`config.mk`:
```
export PLATFORM = sky130hd
export DESIGN_NAME = first_best_fit_partition_allocator
export DESIGN_NICKNAME = d
export VERILOG_FILES = /design/src/rtl/fbf_pkg.sv /design/src/rtl/first_best_fit_partition_allocator.sv /design/src/rtl/fbf_cell.sv
export SDC_FILE = /design/constraint.sdc
export NUM_CORES = 2
export LEC_CHECK = 0
export BUFFER_PORTS_ARGS = -buffer_cell sky130_fd_sc_hd__buf_2
export CAP_MARGIN = 40
export CELL_PAD_IN_SITES_DETAIL_PLACEMENT = 1
export CELL_PAD_IN_SITES_GLOBAL_PLACEMENT = 1
export CORE_AREA = 2 2 574 291
export DETAILED_ROUTE_END_ITERATION = 10
export DIE_AREA = 0 0 576 293
export PLACE_DENSITY_LB_ADDON = 0.12
export SLEW_MARGIN = 15
export SYNTH_ARGS = -nofsm -noshare
export SYNTH_HDL_FRONTEND = slang
export SYNTH_SLANG_ARGS = --single-unit
```
`constraint.sdc`:
```
create_clock -name clk_i -period 16.1 [get_ports clk_i]
set_input_delay 0.805 -clock clk_i [delete_from_list [all_inputs] [get_ports clk_i]]
set_output_delay 0.805 -clock clk_i [all_outputs]
set_load 0.02 [all_outputs]
```
`src/rtl/fbf_pkg.sv`:
```
// Package for the first/best fit partition allocator.
// Holds mode and status codes, cell control types and reset constants.
// No dependencies.
`timescale 1ns / 1ps
`default_nettype none
package fbf_pkg;

  localparam int MaxSegmentsDef = 16;
  localparam int OwnerBitsDef   = 8;
  localparam int SizeBitsDef    = 16;
  localparam int CapBits        = 16;
  localparam int CapReset       = 1024;

  localparam logic [1:0] MODE_FIRST  = 2'd0;
  localparam logic [1:0] MODE_BEST   = 2'd1;
  localparam logic [1:0] MODE_FREE   = 2'd2;
  localparam logic [1:0] MODE_IGNORE = 2'd3;

  localparam logic [1:0] STAT_OK      = 2'd0;
  localparam logic [1:0] STAT_NOFIT   = 2'd1;
  localparam logic [1:0] STAT_FULL    = 2'd2;
  localparam logic [1:0] STAT_NOOWNER = 2'd3;

  typedef enum logic [2:0] {
    OP_HOLD  = 3'd0,
    OP_INIT  = 3'd1,
    OP_ALLOC = 3'd2,
    OP_FREE  = 3'd3,
    OP_MERGE = 3'd4
  } fbf_op_e;

  typedef struct packed {
    fbf_op_e op;
    logic    split;
  } fbf_ctrl_t;

endpackage
`default_nettype wire

```
`src/rtl/first_best_fit_partition_allocator.sv`:
```
// An allocation scans the used entries in order (first fit stops at the first
// fit), then updates the table; a free marks the owner's entries free, then
// merges adjacent free pairs one at a time. The sequencer handles one beat at
// a time; the result register lets the next beat enter while a result waits.
// Reset, and a capacity write while idle, leave one free segment covering
// the whole capacity (1024 units after reset).
`timescale 1ns / 1ps
`default_nettype none
module first_best_fit_partition_allocator import fbf_pkg::*; #(
  parameter int MAX_SEGMENTS = MaxSegmentsDef,
  parameter int OWNER_BITS   = OwnerBitsDef,
  parameter int SIZE_BITS    = SizeBitsDef
) (
  input  wire logic                                clk_i,
  input  wire logic                                rst_ni,
  input  wire logic                                cfg_we_i,
  input  wire logic [CapBits-1:0]                  cfg_wdata_i,
  input  wire logic                                in_valid_i,
  output logic                                     in_ready_o,
  input  wire logic [1:0]                          mode_i,
  input  wire logic [OWNER_BITS-1:0]               owner_id_i,
  input  wire logic [SIZE_BITS-1:0]                request_size_i,
  output logic                                     out_valid_o,
  input  wire logic                                out_ready_i,
  output logic      [1:0]                          status_o,
  output logic      [SIZE_BITS-1:0]                start_address_o,
  output logic      [$clog2(MAX_SEGMENTS+1)-1:0]   segment_count_o
);

  localparam int IW = $clog2(MAX_SEGMENTS);
  localparam int CW = $clog2(MAX_SEGMENTS + 1);
  localparam logic [CW-1:0] MaxCnt = CW'(MAX_SEGMENTS);

  typedef enum logic [5:0] {
    S_IDLE  = 6'b000001,
    S_SCAN  = 6'b000010,
    S_ALLOC = 6'b000100,
    S_FREE  = 6'b001000,
    S_MERGE = 6'b010000,
    S_DONE  = 6'b100000
  } state_e;

  state_e                state_q, state_d;
  logic [CW-1:0]         used_q, used_d;
  logic [IW-1:0]         idx_q, idx_d;
  logic [1:0]            mode_q, mode_d;
  logic [OWNER_BITS-1:0] owner_q, owner_d;
  logic [SIZE_BITS-1:0]  req_q, req_d;
  logic                  found_q, found_d;
  logic [IW-1:0]         pick_q, pick_d;
  logic [SIZE_BITS-1:0]  pick_size_q, pick_size_d, pick_start_q, pick_start_d;
  logic [1:0]            res_stat_q, res_stat_d;
  logic [SIZE_BITS-1:0]  res_addr_q, res_addr_d;
  logic                  out_valid_q;
  logic [1:0]            out_stat_q;
  logic [SIZE_BITS-1:0]  out_addr_q;
  logic [CW-1:0]         out_cnt_q;

  fbf_ctrl_t             ctrl;
  logic [IW-1:0]         pos;
  logic [SIZE_BITS-1:0]  cap;

  logic [SIZE_BITS-1:0]  st [MAX_SEGMENTS];
  logic [SIZE_BITS-1:0]  sz [MAX_SEGMENTS];
  logic                  fr [MAX_SEGMENTS];
  logic [OWNER_BITS-1:0] ow [MAX_SEGMENTS];

  logic [MAX_SEGMENTS-1:0] owner_hit;
  logic [MAX_SEGMENTS-1:0] merge_here;
  logic                    any_merge;
  logic [IW-1:0]           merge_pos;
  logic                    fits, last;
  logic                    in_fire, out_load;

  genvar g;
  generate
    for (g = 0; g < MAX_SEGMENTS; g++) begin : g_cell
      logic [SIZE_BITS-1:0]  p_st, p_sz, n_st, n_sz;
      logic                  p_fr, n_fr;
      logic [OWNER_BITS-1:0] p_ow, n_ow;
      if (g == 0) begin : g_first
        assign p_st = '0;
        assign p_sz = '0;
        assign p_fr = 1'b0;
        assign p_ow = '0;
      end else begin : g_prev
        assign p_st = st[g-1];
        assign p_sz = sz[g-1];
        assign p_fr = fr[g-1];
        assign p_ow = ow[g-1];
      end
      if (g == MAX_SEGMENTS - 1) begin : g_last
        assign n_st = '0;
        assign n_sz = '0;
        assign n_fr = 1'b0;
        assign n_ow = '0;
      end else begin : g_next
        assign n_st = st[g+1];
        assign n_sz = sz[g+1];
        assign n_fr = fr[g+1];
        assign n_ow = ow[g+1];
      end
      fbf_cell #(
        .IDX(g), .MAX_SEGMENTS(MAX_SEGMENTS), .OWNER_BITS(OWNER_BITS), .SIZE_BITS(SIZE_BITS)
      ) u_cell (
        .clk_i, .rst_ni, .ctrl_i(ctrl), .pos_i(pos), .req_i(req_q), .owner_i(owner_q),
        .cap_i(cap),
        .prev_start_i(p_st), .prev_size_i(p_sz), .prev_free_i(p_fr), .prev_owner_i(p_ow),
        .next_start_i(n_st), .next_size_i(n_sz), .next_free_i(n_fr), .next_owner_i(n_ow),
        .start_o(st[g]), .size_o(sz[g]), .free_o(fr[g]), .owner_o(ow[g])
      );
      assign owner_hit[g] = (CW'(g) < used_q) && !fr[g] && (ow[g] == owner_q);
      if (g == MAX_SEGMENTS - 1) begin : g_nm
        assign merge_here[g] = 1'b0;
      end else begin : g_m
        assign merge_here[g] = (CW'(g + 1) < used_q) && fr[g] && fr[g+1];
      end
    end
  endgenerate

  always_comb begin
    merge_pos = '0;
    for (int j = MAX_SEGMENTS - 1; j >= 0; j--) begin
      if (merge_here[j]) merge_pos = IW'(j);
    end
  end
  assign any_merge = |merge_here;

  assign cap      = SIZE_BITS'(cfg_wdata_i);
  assign fits     = fr[idx_q] && (sz[idx_q] >= req_q);
  assign last     = ({1'b0, idx_q} + 1'b1) == (IW+1)'(used_q);
  assign in_ready_o = (state_q == S_IDLE);
  assign in_fire  = in_valid_i && in_ready_o;
  assign out_load = (state_q == S_DONE) && (!out_valid_q || out_ready_i);

  always_comb begin
    state_d      = state_q;
    used_d       = used_q;
    idx_d        = idx_q;
    mode_d       = mode_q;
    owner_d      = owner_q;
    req_d        = req_q;
    found_d      = found_q;
    pick_d       = pick_q;
    pick_size_d  = pick_size_q;
    pick_start_d = pick_start_q;
    res_stat_d   = res_stat_q;
    res_addr_d   = res_addr_q;
    ctrl         = '{op: OP_HOLD, split: 1'b0};
    pos          = pick_q;
    case (state_q)
      S_IDLE: begin
        if (cfg_we_i) begin
          ctrl   = '{op: OP_INIT, split: 1'b0};
          used_d = CW'(1);
        end else if (in_fire) begin
          mode_d     = mode_i;
          owner_d    = owner_id_i;
          req_d      = request_size_i;
          idx_d      = '0;
          found_d    = 1'b0;
          res_stat_d = STAT_OK;
          res_addr_d = '0;
          if (mode_i == MODE_FIRST || mode_i == MODE_BEST) begin
            if (request_size_i == '0) begin
              res_stat_d = STAT_NOFIT;
              state_d    = S_DONE;
            end else begin
              state_d = S_SCAN;
            end
          end else if (mode_i == MODE_FREE) begin
            state_d = S_FREE;
          end else begin
            state_d = S_DONE;
          end
        end
      end
      S_SCAN: begin
        if (fits && (!found_q || (mode_q == MODE_BEST && sz[idx_q] < pick_size_q))) begin
          found_d      = 1'b1;
          pick_d       = idx_q;
          pick_size_d  = sz[idx_q];
          pick_start_d = st[idx_q];
        end
        idx_d = idx_q + 1'b1;
        if (last || (fits && mode_q == MODE_FIRST)) state_d = S_ALLOC;
      end
      S_ALLOC: begin
        state_d = S_DONE;
        if (!found_q) begin
          res_stat_d = STAT_NOFIT;
        end else if (pick_size_q > req_q && used_q >= MaxCnt) begin
          res_stat_d = STAT_FULL;
        end else begin
          ctrl       = '{op: OP_ALLOC, split: pick_size_q > req_q};
          res_addr_d = pick_start_q;
          if (pick_size_q > req_q) used_d = used_q + 1'b1;
        end
      end
      S_FREE: begin
        if (|owner_hit) begin
          ctrl    = '{op: OP_FREE, split: 1'b0};
          state_d = S_MERGE;
        end else begin
          res_stat_d = STAT_NOOWNER;
          state_d    = S_DONE;
        end
      end
      S_MERGE: begin
        pos = merge_pos;
        if (any_merge) begin
          ctrl   = '{op: OP_MERGE, split: 1'b0};
          used_d = used_q - 1'b1;
        end else begin
          state_d = S_DONE;
        end
      end
      S_DONE: begin
        if (out_load) state_d = S_IDLE;
      end
      default: begin
        state_d = S_IDLE;
      end
    endcase
  end

  always_ff @(posedge clk_i or negedge rst_ni) begin
    if (!rst_ni) begin
      state_q     <= S_IDLE;
      used_q      <= CW'(1);
      idx_q       <= '0;
      found_q     <= 1'b0;
      out_valid_q <= 1'b0;
    end else begin
      state_q <= state_d;
      used_q  <= used_d;
      idx_q   <= idx_d;
      found_q <= found_d;
      if (out_load) begin
        out_valid_q <= 1'b1;
      end else if (out_ready_i) begin
        out_valid_q <= 1'b0;
      end
    end
  end

  always_ff @(posedge clk_i) begin
    mode_q       <= mode_d;
    owner_q      <= owner_d;
    req_q        <= req_d;
    pick_q       <= pick_d;
    pick_size_q  <= pick_size_d;
    pick_start_q <= pick_start_d;
    res_stat_q   <= res_stat_d;
    res_addr_q   <= res_addr_d;
    if (out_load) begin
      out_stat_q <= res_stat_q;
      out_addr_q <= res_addr_q;
      out_cnt_q  <= used_q;
    end
  end

  assign out_valid_o     = out_valid_q;
  assign status_o        = out_stat_q;
  assign start_address_o = out_addr_q;
  assign segment_count_o = out_cnt_q;

  a_used_nonzero: assert property (@(posedge clk_i) disable iff (!rst_ni) used_q != '0)
    else $error("segment count reached zero");
  a_used_bound: assert property (@(posedge clk_i) disable iff (!rst_ni) used_q <= MaxCnt)
    else $error("segment count exceeds table size");
  a_state_onehot: assert property (@(posedge clk_i) disable iff (!rst_ni) $onehot(state_q))
    else $error("state register not one-hot");
  a_merge_shrinks: assert property (@(posedge clk_i) disable iff (!rst_ni)
    (state_q == S_MERGE && any_merge) |=> (used_q == $past(used_q) - 1'b1))
    else $error("merge did not remove an entry");

endmodule
`default_nettype wire

```
`src/rtl/fbf_cell.sv`:
```
// One segment table entry of the allocator.
// Depends on fbf_pkg; loads from its lower or upper neighbor to shift the table.
`timescale 1ns / 1ps
`default_nettype none
module fbf_cell import fbf_pkg::*; #(
  parameter int IDX          = 0,
  parameter int MAX_SEGMENTS = MaxSegmentsDef,
  parameter int OWNER_BITS   = OwnerBitsDef,
  parameter int SIZE_BITS    = SizeBitsDef
) (
  input  wire logic                          clk_i,
  input  wire logic                          rst_ni,
  input  wire fbf_ctrl_t                     ctrl_i,
  input  wire logic [$clog2(MAX_SEGMENTS)-1:0] pos_i,
  input  wire logic [SIZE_BITS-1:0]          req_i,
  input  wire logic [OWNER_BITS-1:0]         owner_i,
  input  wire logic [SIZE_BITS-1:0]          cap_i,
  input  wire logic [SIZE_BITS-1:0]          prev_start_i,
  input  wire logic [SIZE_BITS-1:0]          prev_size_i,
  input  wire logic                          prev_free_i,
  input  wire logic [OWNER_BITS-1:0]         prev_owner_i,
  input  wire logic [SIZE_BITS-1:0]          next_start_i,
  input  wire logic [SIZE_BITS-1:0]          next_size_i,
  input  wire logic                          next_free_i,
  input  wire logic [OWNER_BITS-1:0]         next_owner_i,
  output logic      [SIZE_BITS-1:0]          start_o,
  output logic      [SIZE_BITS-1:0]          size_o,
  output logic                               free_o,
  output logic      [OWNER_BITS-1:0]         owner_o
);

  localparam int IW = $clog2(MAX_SEGMENTS);
  localparam logic [IW:0] MyIdx = (IW+1)'(IDX);

  logic [SIZE_BITS-1:0]  start_q, start_d, size_q, size_d;
  logic                  free_q, free_d;
  logic [OWNER_BITS-1:0] owner_q, owner_d;
  logic [IW:0]           pos_ext;

  assign pos_ext = {1'b0, pos_i};

  always_comb begin
    start_d = start_q;
    size_d  = size_q;
    free_d  = free_q;
    owner_d = owner_q;
    case (ctrl_i.op)
      OP_INIT: begin
        if (IDX == 0) begin
          start_d = '0;
          size_d  = cap_i;
          free_d  = 1'b1;
          owner_d = '0;
        end
      end
      OP_ALLOC: begin
        if (MyIdx == pos_ext) begin
          size_d  = req_i;
          free_d  = 1'b0;
          owner_d = owner_i;
        end else if (ctrl_i.split && MyIdx == pos_ext + 1'b1) begin
          start_d = prev_start_i + req_i;
          size_d  = prev_size_i - req_i;
          free_d  = 1'b1;
          owner_d = '0;
        end else if (ctrl_i.split && MyIdx > pos_ext) begin
          start_d = prev_start_i;
          size_d  = prev_size_i;
          free_d  = prev_free_i;
          owner_d = prev_owner_i;
        end
      end
      OP_FREE: begin
        if (!free_q && owner_q == owner_i) begin
          free_d  = 1'b1;
          owner_d = '0;
        end
      end
      OP_MERGE: begin
        if (MyIdx == pos_ext) begin
          size_d = size_q + next_size_i;
        end else if (MyIdx > pos_ext) begin
          start_d = next_start_i;
          size_d  = next_size_i;
          free_d  = next_free_i;
          owner_d = next_owner_i;
        end
      end
      default: begin
      end
    endcase
  end

  always_ff @(posedge clk_i or negedge rst_ni) begin
    if (!rst_ni) begin
      start_q <= '0;
      size_q  <= (IDX == 0) ? SIZE_BITS'(CapReset) : '0;
      free_q  <= (IDX == 0);
      owner_q <= '0;
    end else begin
      start_q <= start_d;
      size_q  <= size_d;
      free_q  <= free_d;
      owner_q <= owner_d;
    end
  end

  assign start_o = start_q;
  assign size_o  = size_q;
  assign free_o  = free_q;
  assign owner_o = owner_q;

endmodule
`default_nettype wire

```
# --- After elaboration in Yosys (flattened, before gate mapping) ---
# Cells that the tools add are included.
totals:
  inputBits: 47
  reg_bits: 776
  output_inout_bits: 25
  wordCells: 1047
op_classes:
  n_lt_le_gt_ge: 37
  bitwise_logic: 2
  n_reduce_logical: 211
  n_mux: 482
  n_addsub: 51
  eq_ne: 184
ops:
  columns: ["cell", "count"]
  rows:
  - ["two-way mux 16 bit", 165]
  - ["case mux 16 bit (2 select lines)", 31]
  - ["two-way mux 8 bit", 96]
  - ["adder 16 bit", 30]
  - ["case mux 8 bit (3 select lines)", 15]
  - ["subtractor 16 bit", 15]
  - ["AND reduction 5 bit", 35]
  - ["binary-select mux 16 bit (select 4 bit)", 2]
  - ["equality test 8 bit", 16]
  - ["logical AND 1 bit", 117]
  - ["two-way mux 1 bit", 105]
  - ["case mux 16 bit (3 select lines)", 2]
  - ["!= test 3 x 1 -> 1 bit, second input constant", 31]
  - ["!= test 2 bit, second input constant", 43]
  - ["two-way mux 4 bit", 19]
  - ["!= test 2 x 1 -> 1 bit, second input constant", 33]
  - ["!= test 4 x 1 -> 1 bit, second input constant", 16]
  - ["two-way mux 6 bit", 9]
  - ["AND reduction 3 bit", 17]
  - ["case mux 1 bit (3 select lines)", 15]
  - ["equality test 4 x 5 -> 1 bit, first input constant", 8]
  - ["less-than comparator 4 x 5 -> 1 bit, first input constant", 8]
  - ["case mux 6 bit (6 select lines)", 1]
  - ["equality test 4 bit, first input constant", 8]
  - ["other kinds (61)", 130]

# --- Longest topological paths before layout ---
logic_depth:
  depth_word: 25
  mapped_depth: 18
  ltp_nobuf: 14

# --- Cells and area by module ---
# A second synthesis with hierarchy kept.
hier_totals:
  hier_cells: 11167
  area_unflattened_um2: 87823.0
modules_own_cells:
  columns: ["mod", "cells_each", "area_per_inst_um2", "n_inst", "seq_area_each_um2"]
  rows:
  - ["first_best_fit_partition_allocator", 1133, 11974.0, 1, 3520.9]
  - ["fbf_cell at g_cell[6].u_cell", 659, 5019.8, 1, 1026.0]
  - ["fbf_cell at g_cell[5].u_cell", 666, 5017.3, 1, 1026.0]
  - ["fbf_cell at g_cell[12].u_cell", 673, 4991.0, 1, 1026.0]
  - ["fbf_cell at g_cell[4].u_cell", 658, 4981.0, 1, 1026.0]
  - ["fbf_cell at g_cell[8].u_cell", 670, 4961.0, 1, 1026.0]
  - ["fbf_cell at g_cell[3].u_cell", 642, 4939.7, 1, 1026.0]
  - ["fbf_cell at g_cell[2].u_cell", 651, 4872.2, 1, 1026.0]
  - ["fbf_cell at g_cell[13].u_cell", 652, 4865.9, 1, 1026.0]
  - ["fbf_cell at g_cell[11].u_cell", 636, 4833.4, 1, 1026.0]
  - ["fbf_cell at g_cell[1].u_cell", 640, 4797.1, 1, 1026.0]
  - ["fbf_cell at g_cell[9].u_cell", 634, 4775.8, 1, 1026.0]
  - ["fbf_cell at g_cell[14].u_cell", 638, 4745.8, 1, 1026.0]
  - ["fbf_cell at g_cell[10].u_cell", 617, 4723.3, 1, 1026.0]
  - ["3 more rows", null, null, null, null]

# --- Worst setup path before layout ---
# Ideal clock, no wire load.
synth_path:
  kind: "register -> register"
  startpoint: "register idx_q[0]"
  endpoint: "register pick_q[0] (enable)"
  required_ns: 15.616
  stages_incl_launch_ff: 16
  path_buffers: 4
  slack_ns: 8.724
  setup_ns: 0.484
  synth_period_minus_slack_ns: 7.376
  arrival_ns: 6.892
  cell_sequence: "dfrtp_1 > clkbuf_1 > buf_1 > clkbuf_1 > clkbuf_1 > mux4_2 > mux4_2 > ha_1 > nand4_1 > nor2_1 > nand2_1 > nor2_1 > a221oi_1 > o221ai_1 > o21a_1 > nor3b_1"
synth_via:
  elab_chain_cells: 9
  word_cells_on_any_way: 14
  classes_between: "order compare (2); mux (6); bitwise (1); reduce/logical (5)"
synth_rtl:
  columns: ["item", "line", "source"]
  rows:
  - ["start: declaration", "first_best_fit_partition_allocator.sv:45", "logic [IW-1:0] idx_q, idx_d;"]
  - ["start signal: assignment", "first_best_fit_partition_allocator.sv:237", "idx_q <= idx_d;"]
  - ["NOT 4 -> 5 bit (not written as such) *", "first_best_fit_partition_allocator.sv:130, first_best_fit_partition_allocator.sv:179", null]
  - ["binary-select mux 16 bit (select 4 bit)", "first_best_fit_partition_allocator.sv:130, first_best_fit_partition_allocator.sv:179", null]
  - ["two-way mux 16 bit (not written as such) (2 in series)", "first_best_fit_partition_allocator.sv:130, first_best_fit_partition_allocator.sv:179", null]
  - ["less-than comparator 16 bit", "first_best_fit_partition_allocator.sv:179", "if (fits && (!found_q || (mode_q == MODE_BEST && sz[idx_q] < pick_size_q))) begin"]
  - ["logical AND 1 bit", "first_best_fit_partition_allocator.sv:179", null]
  - ["logical OR 1 bit", "first_best_fit_partition_allocator.sv:179", null]
  - ["logical AND 1 bit *", "first_best_fit_partition_allocator.sv:179", null]
  - ["AND reduction 2 bit (no line) *", null, null]
  - ["end signal: assignment", "first_best_fit_partition_allocator.sv:251", "pick_q <= pick_d;"]
  - ["end: declaration", "first_best_fit_partition_allocator.sv:50", "logic [IW-1:0] pick_q, pick_d;"]
# Every way passes the cells marked *; elsewhere a longest branch is shown, timed or not. The select of a mux whose other input is x is not followed.
# A chain may end at the register's enable or synchronous reset.

# --- Worst setup path in the final report ---
layout_path:
  startpoint: "register idx_q[0]"
  endpoint: "register pick_start_q[3] (enable)"
layout_via:
  elab_chain_cells: 9
  word_cells_on_any_way: 14
  classes_between: "order compare (2); mux (6); bitwise (1); reduce/logical (5)"
layout_rtl:
  columns: ["item", "line", "source"]
  rows:
  - ["NOT 4 -> 5 bit (not written as such) *", "first_best_fit_partition_allocator.sv:130, first_best_fit_partition_allocator.sv:179", null]
  - ["binary-select mux 16 bit (select 4 bit)", "first_best_fit_partition_allocator.sv:130, first_best_fit_partition_allocator.sv:179", null]
  - ["two-way mux 16 bit (not written as such) (2 in series)", "first_best_fit_partition_allocator.sv:130, first_best_fit_partition_allocator.sv:179", null]
  - ["less-than comparator 16 bit", "first_best_fit_partition_allocator.sv:179", null]
  - ["logical AND 1 bit", "first_best_fit_partition_allocator.sv:179", null]
  - ["logical OR 1 bit", "first_best_fit_partition_allocator.sv:179", null]
  - ["logical AND 1 bit *", "first_best_fit_partition_allocator.sv:179", null]
  - ["AND reduction 2 bit (no line) *", null, null]
  - ["end signal: assignment", "first_best_fit_partition_allocator.sv:253", "pick_start_q <= pick_start_d;"]
  - ["end: declaration", "first_best_fit_partition_allocator.sv:51", "logic [SIZE_BITS-1:0] pick_size_q, pick_size_d, pick_start_q, pick_start_d;"]
# Marked as above.

==> results.json <==
{
  "fin_crit_sh_pct": 41.6,
  "ctsResizeCount": 0,
  "clock.fmax_mhz": 149,
  "synthXorXnorAreaFrac_pct": 6.39,
  "start_util_pct": 49.9,
  "whs_ns": 0.0555,
  "synth.top_cell.area_share_pct": 20.6,
  "ir_drop_v": 0.0000871,
  "wl_met2_microns": 149000,
  "routed-wl-met3_microns": 44000,
  "ff2ff_path_depth": 15,
  "dominantRegCellSynth": "dfrtp_1",
  "port_buffers": 71,
  "yosys.area_share.simple_pct": 19.3,
  "num_vias": 85151,
  "synthAdderAreaFrac_pct": 12.3,
  "cp_slowest_cell": "buf_4",
  "grt_pass1_vias": 84054,
  "rsz0062_at_grt": "no",
  "synthArstFlopShare_pct": 86.7,
  "cts_sinks": 776,
  "drt_pass1_iterations": 6,
  "sw_frac_of_total_pct": 31.3,
  "synth.area.mux_share_pct": 6.77,
  "hold_class": "primary input to async pin",
  "worst_pin_slew_ns": 1.08,
  "grt_overflow": 0,
  "worstPathArrival_ns": 7.06,
  "std_cell_rows": 105,
  "switching_power_mw": 1.62,
  "critPathCaptureType": "register",
  "synth_area_sq_um": 81400,
  "min_period_ns": 6.70,
  "r2r_end": "pick_start_q[3]",
  "maxSlewHeadroom_pct": 27.8,
  "post_cts.repair.setup_buffers": 0,
  "intPower_mw": 3.57,
  "synth_compound_area_share_pct": 26.5,
  "finalSetupViolCount": 0,
  "p_seq_share_pct": 39.6,
  "fillers": 19673,
  "reg2reg_slack_ns": 9.40,
  "status": "finished clean",
  "crit_fanout": 39,
  "ys_ff_latch": 776,
  "syn-instance-count": 10031,
  "avgSynthCellArea_sq_um": 8.12,
  "hold_viol": 0,
  "clkTransAtPathRegs_ns": 0.08,
  "wl_per_cell_microns": 29.9,
  "nets": 10684,
  "synth_top_area_cell": "dfrtp_1",
  "pin_count": 72,
  "core_region_area_sq_um": 163000,
  "routed_wl_microns": 364000,
  "die_width_microns": 576,
  "ys_warn_count": 0,
  "clock_power_share_pct": 43.6,
  "areaGrowthSynthToFinish_pct": 8.12,
  "synth_cell_types": 105,
  "finClkSkew_ns": 0.0356,
  "ys_seq_area_share_pct": 24.5,
  "powerDensity_nw_per_um2": 59.0,
  "path_cells": "buf_4 -> buf_16 -> buf_4 -> buf_16 -> buf_4 -> mux4_2 -> mux4_2 -> ha_1 -> a21o_1 -> a21o_1 -> a21oi_1 -> o221ai_1 -> o21a_1 -> nor3b_2 -> buf_4",
  "r2r_start": "idx_q[0]",
  "htree_levels": 3,
  "track_usage_pct": 42.3,
  "met1Wirelength_microns": 153000,
  "cpPeakStageDelay_ns": 0.65,
  "synth_fp_nets": 10849,
  "crit_path_frequent_cell": "buf_4",
  "crit_type": "register to register",
  "hpwl_microns": 267000,
  "cts-root-buf": "clkbuf_16",
  "worstPathRequired_ns": 16.47,
  "antenna_found_initial": 35,
  "p_comb_share_pct": 16.8,
  "drive_gt1_share_pct": 9.10,
  "avgViaCountPerCell": 7.01,
  "layout_commonest_cell": "nand2_1",
  "grt_max_degree": 125,
  "setup_tns_ns": 0,
  "grt_pass1_wl_microns": 543000,
  "p_leak_nw": 36.9,
  "die_h_microns": 293,
  "synth_top_family_by_area": "compound AO/OA/AOI/OAI gates",
  "route.detailed.drc": 0,
  "clockBufferDepth": 3,
  "numCtsBuffers": 86,
  "ant_nets": 0,
  "drv_slew": 0,
  "cap_violations": 0,
  "drtIter0Drc": 9691,
  "die-area_sq_um": 169000,
  "synth_edf_count": 103,
  "startpoint_type": "register",
  "cts_tree": "yes",
  "clk_latency_ns": 0.74,
  "highest_layer": "met5",
  "synth_area_leaders": "dfrtp_1 21%, ha_1 11%, nand2_1 6.4%",
  "cts-hold-fix-buffers": 0,
  "most-common-layout-cells": "1385 x nand2_1, 804 x o21ai_0, 726 x ha_1",
  "routabilityCongestion": 0.994
}
cells by family (layout without fill, tap and decap cells):
group | count (synthesis) | in the layout
XOR/XNOR | 594 | 594
AO/OA/AOI/OAI | 3296 | 3296
flip-flops | 776 | 776
multiplexers | 332 | 332
AND/OR/NAND/NOR | 3402 | 3402
other | 0 | 15
adder cells (fa/ha/maj) | 771 | 771
buffers and inverters | 860 | 767
final cells by class:
type	count	area, sq um	share of cell area [%]
diodes	15	37.5	0.0427
clock buffers	106	2320	2.64
clock inverters	54	673	0.765
inverters	263	987	1.12
multi-input cells	8395	58300	66.3
flip-flops and latches	776	19900	22.7
well taps	2193	2740	3.12
repair buffers	344	2960	3.37
metal layers:
metal	vias up	global-route usage, %
met3	895	12.7
li1	37293	-
met2	4165	61.4
met1	42772	57.7
met4	26	18.8
met5	-	0
flip-flops by register name (all words and copies together), names as in the netlist:
name / count
res_stat_q: 2
g_cell.u_cell.free_o: 16
state_q: 6
g_cell.u_cell.start_o: 256
segment_count_o: 5
g_cell.u_cell.owner_o: 128
idx_q: 4
out_valid_o: 1
g_cell.u_cell.size_o: 256
start_address_o: 16
pick_start_q: 16
mode_q: 2
owner_q: 8
pick_size_q: 16
used_q: 5
req_q: 16
found_q: 1
res_addr_q: 16
status_o: 2
pick_q: 4
worst max path at each step:
stage	startpoint	end	slack, ns	cells after the start
after floorplan	idx_q[0]	pick_q[0]	8.72	15
after global placement	idx_q[0]	pick_start_q[5]	9.12	13
after detailed placement	idx_q[0]	pick_start_q[5]	9.48	15
after CTS	idx_q[0]	pick_start_q[13]	9.46	15
after global routing	idx_q[0]	pick_start_q[13]	9.14	15
final	idx_q[0]	pick_start_q[3]	9.40	15
metrics by stage:
stage / util, % / instance area, sq um / setup WS, ns / instances / power (mW)
after floorplan: - / 81400 / 8.72 / 10031 / 2.60
after global placement: 51.5 / 84000 / 9.12 / 11912 / 2.90
after detailed placement: 51.9 / 84700 / 9.48 / 11957 / 2.94
after CTS: 53.8 / 87700 / 9.46 / 12117 / 5.18
after global routing: 53.9 / 88000 / 9.14 / 12134 / 5.34
final: 53.9 / 88000 / 9.40 / 12146 / 5.20
cell usage after synthesis (all sizes together) (50+ instances only):
| master | count |
|---|---|
| a21oi | 649 |
| a311oi | 50 |
| xor2 | 283 |
| and2 | 62 |
| a211oi | 242 |
| o211ai | 260 |
| nor3 | 342 |
| ha | 726 |
| o21ai | 936 |
| edfxtp | 103 |
| mux2i | 97 |
| nand2 | 1391 |
| a31oi | 176 |
| or3 | 142 |
| xnor2 | 311 |
| a21o | 131 |
| o21a | 99 |
| clkbuf | 397 |
| and3 | 112 |
| o31ai | 119 |
| nand4 | 54 |
| buf | 200 |
| a222oi | 61 |
| mux2 | 67 |
| nand2b | 54 |
| nand3 | 265 |
| nor2 | 667 |
| a22o | 60 |
| nor2b | 127 |
| o311ai | 53 |
| inv | 263 |
| dfrtp | 669 |
| mux4 | 168 |
power by group through the flow:
stage	clock network, mW	registers, mW	logic, mW
after detailed placement	0	2.09	0.844
after CTS	2.27	2.06	0.849
after global routing	2.34	2.06	0.933
final	2.26	2.06	0.873
after floorplan	0	2.08	0.525
after global placement	0	2.09	0.807
worst max-delay path, delay by kind of cell (launching register included):
family,cells,cell delay (ns)
buffers and inverters,6,2.55
multiplexers,2,1.20
AO/OA/AOI/OAI,5,0.90
AND/OR/NAND/NOR,1,0.59
flip-flops,1,0.52
adder cells (fa/ha/maj),1,0.32
(Power assumes the default switching activity.)
